[config.mk]
export PLATFORM = sky130hd
export DESIGN_NAME = hnrc_ctrl
export DESIGN_NICKNAME = d
export VERILOG_FILES = /design/src/rtl/hnrc_pkg.sv /design/src/rtl/hnrc_ctrl.sv
export SDC_FILE = /design/constraint.sdc
export NUM_CORES = 1
export LEC_CHECK = 0
export BUFFER_PORTS_ARGS = -buffer_cell sky130_fd_sc_hd__buf_2
export CAP_MARGIN = 20
export CORE_ASPECT_RATIO = 1.1
export CORE_MARGIN = 3
export CORE_UTILIZATION = 45
export CTS_CLUSTER_SIZE = 12
export DETAILED_ROUTE_END_ITERATION = 8
export PLACE_DENSITY = 0.83
export SLEW_MARGIN = 5
export SYNTH_ARGS = -nofsm -noshare
export SYNTH_HDL_FRONTEND = slang
export SYNTH_SLANG_ARGS = --single-unit
[constraint.sdc]
create_clock -name clk -period 2.1 [get_ports clk]
set_input_delay 0.21 -clock clk [delete_from_list [all_inputs] [get_ports clk]]
set_output_delay 0.21 -clock clk [all_outputs]
set_load 0.05 [all_outputs]
[src/rtl/hnrc_pkg.sv]
// hnrc_pkg: constants, codes and controller/datapath interface types
// for the hashed name roll call block; no dependencies
`timescale 1ns / 1ps

package hnrc_pkg;

	localparam int CAPACITY = 1024;
	localparam int HASH_W   = 64;
	localparam int CHAR_W   = 8;
	localparam int VERD_W   = 3;
	localparam int IDX_W    = (CAPACITY > 1) ? $clog2(CAPACITY) : 1;
	localparam int CNT_W    = $clog2(CAPACITY + 1);
	localparam int WORD_W   = HASH_W + 1;

	localparam logic [CNT_W-1:0]  CAP_CNT   = CNT_W'(CAPACITY);
	localparam logic [HASH_W-1:0] CHAR_BIAS = HASH_W'(96);

	// verdict codes
	localparam logic [VERD_W-1:0] V_STORED = 3'd0;
	localparam logic [VERD_W-1:0] V_FULL   = 3'd1;
	localparam logic [VERD_W-1:0] V_WRONG  = 3'd2;
	localparam logic [VERD_W-1:0] V_OK     = 3'd3;
	localparam logic [VERD_W-1:0] V_REPEAT = 3'd4;

	// request command codes
	localparam logic CMD_ROSTER = 1'b0;
	localparam logic CMD_QUERY  = 1'b1;

	// memory read address select
	localparam logic [1:0] RD_MID  = 2'd0;
	localparam logic [1:0] RD_JM1  = 2'd1;
	localparam logic [1:0] RD_LO   = 2'd2;

	// memory write select
	localparam logic [1:0] WR_SHIFT  = 2'd0;
	localparam logic [1:0] WR_INSERT = 2'd1;
	localparam logic [1:0] WR_MARK   = 2'd2;

	typedef struct packed {
		logic       hash_upd;
		logic       hash_end;
		logic       srch_step;
		logic       strict;
		logic       rd_en;
		logic [1:0] rd_sel;
		logic       wr_en;
		logic [1:0] wr_sel;
		logic       j_load;
		logic       j_dec;
		logic       cnt_inc;
	} dp_cmd_t;

	typedef struct packed {
		logic full;
		logic lo_lt_hi;
		logic j_gt_lo;
		logic lo_lt_cnt;
		logic key_eq;
		logic flag;
	} dp_sts_t;

endpackage

[src/rtl/hnrc_ctrl.sv]
// hnrc_ctrl: sequencer for hashing, binary search, shift insert and
// flag update, plus the result register; uses hnrc_pkg
`timescale 1ns / 1ps

module hnrc_ctrl import hnrc_pkg::*; (
	input  logic              clk,
	input  logic              arst_n,
	input  logic              in_valid,
	output logic              in_stall,
	input  logic              command,
	input  logic              last_char,
	output logic              out_valid,
	input  logic              out_stall,
	output logic [VERD_W-1:0] verdict,
	output dp_cmd_t           cmd,
	input  dp_sts_t           sts
);

	localparam logic [2:0] ST_IDLE  = 3'd0;
	localparam logic [2:0] ST_SCHK  = 3'd1;
	localparam logic [2:0] ST_SCMP  = 3'd2;
	localparam logic [2:0] ST_SHCHK = 3'd3;
	localparam logic [2:0] ST_SHWR  = 3'd4;
	localparam logic [2:0] ST_QCMP  = 3'd5;
	localparam logic [2:0] ST_DONE  = 3'd6;

	logic [2:0]        state_q;
	logic [2:0]        state_d;
	logic              mode_q;
	logic [VERD_W-1:0] pend_q;
	logic [VERD_W-1:0] pend_d;
	logic              pend_ld;
	logic              out_valid_q;
	logic [VERD_W-1:0] verdict_q;
	logic              in_acc;
	logic              res_ld;

	assign in_stall  = (state_q != ST_IDLE);
	assign in_acc    = in_valid && !in_stall;
	assign res_ld    = (state_q == ST_DONE) && (!out_valid_q || !out_stall);
	assign out_valid = out_valid_q;
	assign verdict   = verdict_q;

	always_comb begin
		state_d = state_q;
		pend_d  = pend_q;
		pend_ld = 1'b0;
		cmd     = '0;
		cmd.strict = (mode_q == CMD_ROSTER);
		unique case (state_q)
			ST_IDLE: begin
				if (in_acc) begin
					cmd.hash_upd = 1'b1;
					if (last_char) begin
						cmd.hash_end = 1'b1;
						if (command == CMD_ROSTER && sts.full) begin
							pend_d  = V_FULL;
							pend_ld = 1'b1;
							state_d = ST_DONE;
						end else begin
							state_d = ST_SCHK;
						end
					end
				end
			end
			ST_SCHK: begin
				if (sts.lo_lt_hi) begin
					cmd.rd_en  = 1'b1;
					cmd.rd_sel = RD_MID;
					state_d    = ST_SCMP;
				end else if (mode_q == CMD_ROSTER) begin
					cmd.j_load = 1'b1;
					state_d    = ST_SHCHK;
				end else if (sts.lo_lt_cnt) begin
					cmd.rd_en  = 1'b1;
					cmd.rd_sel = RD_LO;
					state_d    = ST_QCMP;
				end else begin
					pend_d  = V_WRONG;
					pend_ld = 1'b1;
					state_d = ST_DONE;
				end
			end
			ST_SCMP: begin
				cmd.srch_step = 1'b1;
				state_d       = ST_SCHK;
			end
			ST_SHCHK: begin
				if (sts.j_gt_lo) begin
					cmd.rd_en  = 1'b1;
					cmd.rd_sel = RD_JM1;
					state_d    = ST_SHWR;
				end else begin
					cmd.wr_en   = 1'b1;
					cmd.wr_sel  = WR_INSERT;
					cmd.cnt_inc = 1'b1;
					pend_d      = V_STORED;
					pend_ld     = 1'b1;
					state_d     = ST_DONE;
				end
			end
			ST_SHWR: begin
				cmd.wr_en  = 1'b1;
				cmd.wr_sel = WR_SHIFT;
				cmd.j_dec  = 1'b1;
				state_d    = ST_SHCHK;
			end
			ST_QCMP: begin
				pend_ld = 1'b1;
				state_d = ST_DONE;
				if (!sts.key_eq) begin
					pend_d = V_WRONG;
				end else if (!sts.flag) begin
					cmd.wr_en  = 1'b1;
					cmd.wr_sel = WR_MARK;
					pend_d     = V_OK;
				end else begin
					pend_d = V_REPEAT;
				end
			end
			ST_DONE: begin
				if (res_ld) begin
					state_d = ST_IDLE;
				end
			end
			default: begin
				state_d = ST_IDLE;
			end
		endcase
	end

	always_ff @(posedge clk or negedge arst_n) begin
		if (!arst_n) begin
			state_q     <= ST_IDLE;
			out_valid_q <= 1'b0;
		end else begin
			state_q <= state_d;
			if (res_ld) begin
				out_valid_q <= 1'b1;
			end else if (!out_stall) begin
				out_valid_q <= 1'b0;
			end
		end
	end

	always_ff @(posedge clk) begin
		if (in_acc && last_char) begin
			mode_q <= command;
		end
		if (pend_ld) begin
			pend_q <= pend_d;
		end
		if (res_ld) begin
			verdict_q <= pend_q;
		end
	end

`ifndef SYNTHESIS
	a_end_busy: assert property (@(posedge clk) disable iff (!arst_n)
		in_acc && last_char |=> state_q != ST_IDLE) else $error("name end not processed");
	a_mid_idle: assert property (@(posedge clk) disable iff (!arst_n)
		in_acc && !last_char |=> state_q == ST_IDLE && !$rose(out_valid_q))
		else $error("result raised without a name end");
	a_done_out: assert property (@(posedge clk) disable iff (!arst_n)
		state_q == ST_DONE && !out_valid_q |=> out_valid_q && state_q == ST_IDLE)
		else $error("result not loaded from done");
`endif

endmodule

==> results by group <==
Status
  • Outcome: finished, final reports clean

Finish
  • Commonest cells after routing, fill and taps aside: 29 x buf_2, 10 x nand2_1, 9 x nor2_1
  • ANT cells: 0
  • Commonest non-fill, non-tap cell in the layout: buf_2
  • Share of cells above drive strength 1: 37.7%
  • Fin nets: 119
  • Area growth, synth to finish: 27.2%
  • Fin area: 878 um^2

Place
  • PortBufs: 29
  • DP Worst Slack: 0.404 ns
  • DP HPWL: 1.22 mm
  • Gpl congestion: 0.869
  • Placed cell area: 841 um^2

Synth
  • Asr flop ratio synth: 36.4%
  • Post-synth top flop: edfxtp_1
  • Post-Synth Simple-Gate Area: 32.8%
  • Syn nets: 87
  • Post-synthesis mux area share: 0%
  • EDFF count, synth: 7
  • Synth warn: 0
  • Seq/Total Area, Yosys: 44.9%
  • Yosys reg bits: 11
  • Post-synthesis adder-cell area fraction: 0%
  • Distinct cells, synth: 34
  • Mapped Cells: 75
  • Post-synthesis xor/xnor area fraction: 0%
  • Compound-Gate Fraction of Synth Area: 15.4%
  • Mapped Area: 691 um^2
  • Main combinational cell family by area after synthesis: simple AND/OR/NAND/NOR gates
  • Syn Area/Cell: 9.21 um^2

Setup path
  • Flop2flop setup slack: 0.46 ns
  • R2R depth: 5
  • Startpoint Class: flip-flop
  • RR Startpoint: state_q[1]
  • Worst path max stage delay: 0.59 ns
  • Worst path slowest cell: or4b_4
  • Buf/Inv on CP: 1
  • R2r endpoint: pend_q[0]
  • Worst Path Max Fanout: 13
  • Critical Path AT: 1.73 ns
  • Worst Path Required: 1.89 ns
  • Largest delay share family, worst path: simple AND/OR/NAND/NOR gates
  • CP Capture Type: primary output
  • Crit path cell chain: or4b_4 > nor2_1 > buf_2
  • Kind of critical path: flip-flop to primary output

Power
  • P per Cell Area: 1410 mW/mm^2
  • Max IR drop VDD: 712 uV
  • LEAKAGE: 0.000431 uW

Die
  • I/O pins: 30
  • Core area: 0.00140 mm^2
  • Starting Density: 49.3%
  • Die area: 0.00204 mm^2
  • Height of the die: 47.1 um
  • Width of the die: 43.4 um
  • # rows: 14

STA
  • Unrepaired setup endpoints after global routing: false
  • Final setup violation count: 0
  • Final min period: 1.94 ns
  • Worst Tran Pin Value: 0.470 ns
  • Fmax: 515 MHz
  • Part of the cycle the worst path needs: 92.5%
  • Setup TNS: 0 ns
  • Worst Skew: 0.00439 ns
  • Slew margin rel.: 68.5%
  • Slew Limit Fails: 0
  • Hold Violations, Final: 0
  • Post-route worst setup slack: 0.158 ns

Global routing
  • Grt total ovfl: 0
  • Initial antenna violation count: 0
  • Largest net degree at the start of global routing: 14
  • Total track usage: 15.4%
  • First-pass GRT wire length: 2.35 mm
  • Number of global-route vias before repair: 568

Run
  • Max-cap check violation count: 0

Routing
  • Routed length per instance: 12.4 um
  • Routed Wire Length: 1.52 mm
  • Number of vias per cell: 5.31
  • Post-route ant nets: 0
  • # DRC: 0
  • DRT iter0 DRCs: 24
  • DR vias: 648
  • TritonRoute pass-1 iters: 4

CTS
  • Max clock buf depth: 2
  • Worst-Skew Late Latency: 0.26 ns
  • Clock Pin Slew Worst Setup and Hold Paths: 0.07 ns
  • Clock Sinks: 11
  • CTS root buf: clkbuf_4
  • H-tree levels: 1
  • CTS buffer count: 3
  • CTS tree: built

Min path
  • Hold crit path type: input pin to flip-flop
  • Hold Startpoint: command
  • Worst Hold End: mode_q
  • Min-Delay Path Depth: 1
-- registers in the layout, indices dropped and copies added, names as in the netlist --
signal	flops
out_valid	1
mode_q	1
pend_q	3
verdict	3
state_q	3
-- repair_timing --
action / in CTS / in global routing
gates resized for setup: 0 / 1
buffers inserted: 0 / 0
setup endpoints to repair: 0 / 1
hold endpoints to repair: 4 / 0
hold buffers: 1 / 0
-- per-stage QoR --
step / instances / util (%) / hold slack (ns) / power [uW]
2_1_floorplan: 75 / - / -0.0856 / 974
3_3_place_gp: 117 / 60.0 / 0.0186 / 1080
3_5_place_dp: 117 / 60.0 / 0.0198 / 1100
4_1_cts: 122 / 62.6 / 0.136 / 1240
5_1_grt: 122 / 62.7 / 0.124 / 1320
6_report: 122 / 62.7 / 0.144 / 1240
-- per-layer routing --
layer  routed length (um)  track usage (%)  part of all wire [%]
met5                    0                0                     0
met4                    0             5.42                     0
met3                   94             3.07                   6.2
met2                  808             30.1                    53
met1                  612             16.5                    40
-- cells in the mapped netlist (all sizes together) (3+ instances only) --
master	n	area share [%]
nand2	10	5.4
nor2	10	5.8
edfxtp	7	30
inv	5	2.7
a21oi	4	3.4
buf	4	4.2
dfrtp	4	14
nor2b	3	2.7
o21ai	3	2.2
-- worst max-delay path by stage --
| stage | from | end | cells after the start |
|---|---|---|---|
| floorplan | state_q[0] | cmd[10] | 3 |
| global placement | state_q[2] | cmd[2] | 3 |
| detailed placement | state_q[2] | cmd[7] | 3 |
| CTS | state_q[2] | cmd[7] | 3 |
| global route | state_q[1] | cmd[7] | 3 |
| finish | state_q[1] | cmd[7] | 3 |
-- where the power goes --
group	switching [uW]	internal (uW)
combinational	481	217
clock	63.6	73.3
sequential	100	302
-- cell families after synthesis --
kind of cell | Yosys count
flip-flops | 11
buffers and inverters | 9
AND/OR/NAND/NOR | 39
AO/OA/AOI/OAI | 16
-- worst reg2reg max path, cell delays in order (launching register included) --
cell,delay (ns)
dfrtp_1,0.53
nor3_4,0.29
inv_1,0.10
nor2_1,0.18
a21oi_1,0.11
nand2_1,0.14
-- layout make-up --
class,instances,area [um^2]
Clock buffer,4,26.3
Fill cell,137,523
Inverter,5,18.8
Timing Repair Buffer,31,163
Multi-Input combinational cell,55,339
Tap cell,16,20.0
Sequential cell,11,312
Note: power is estimated with default switching activity, not from simulation.
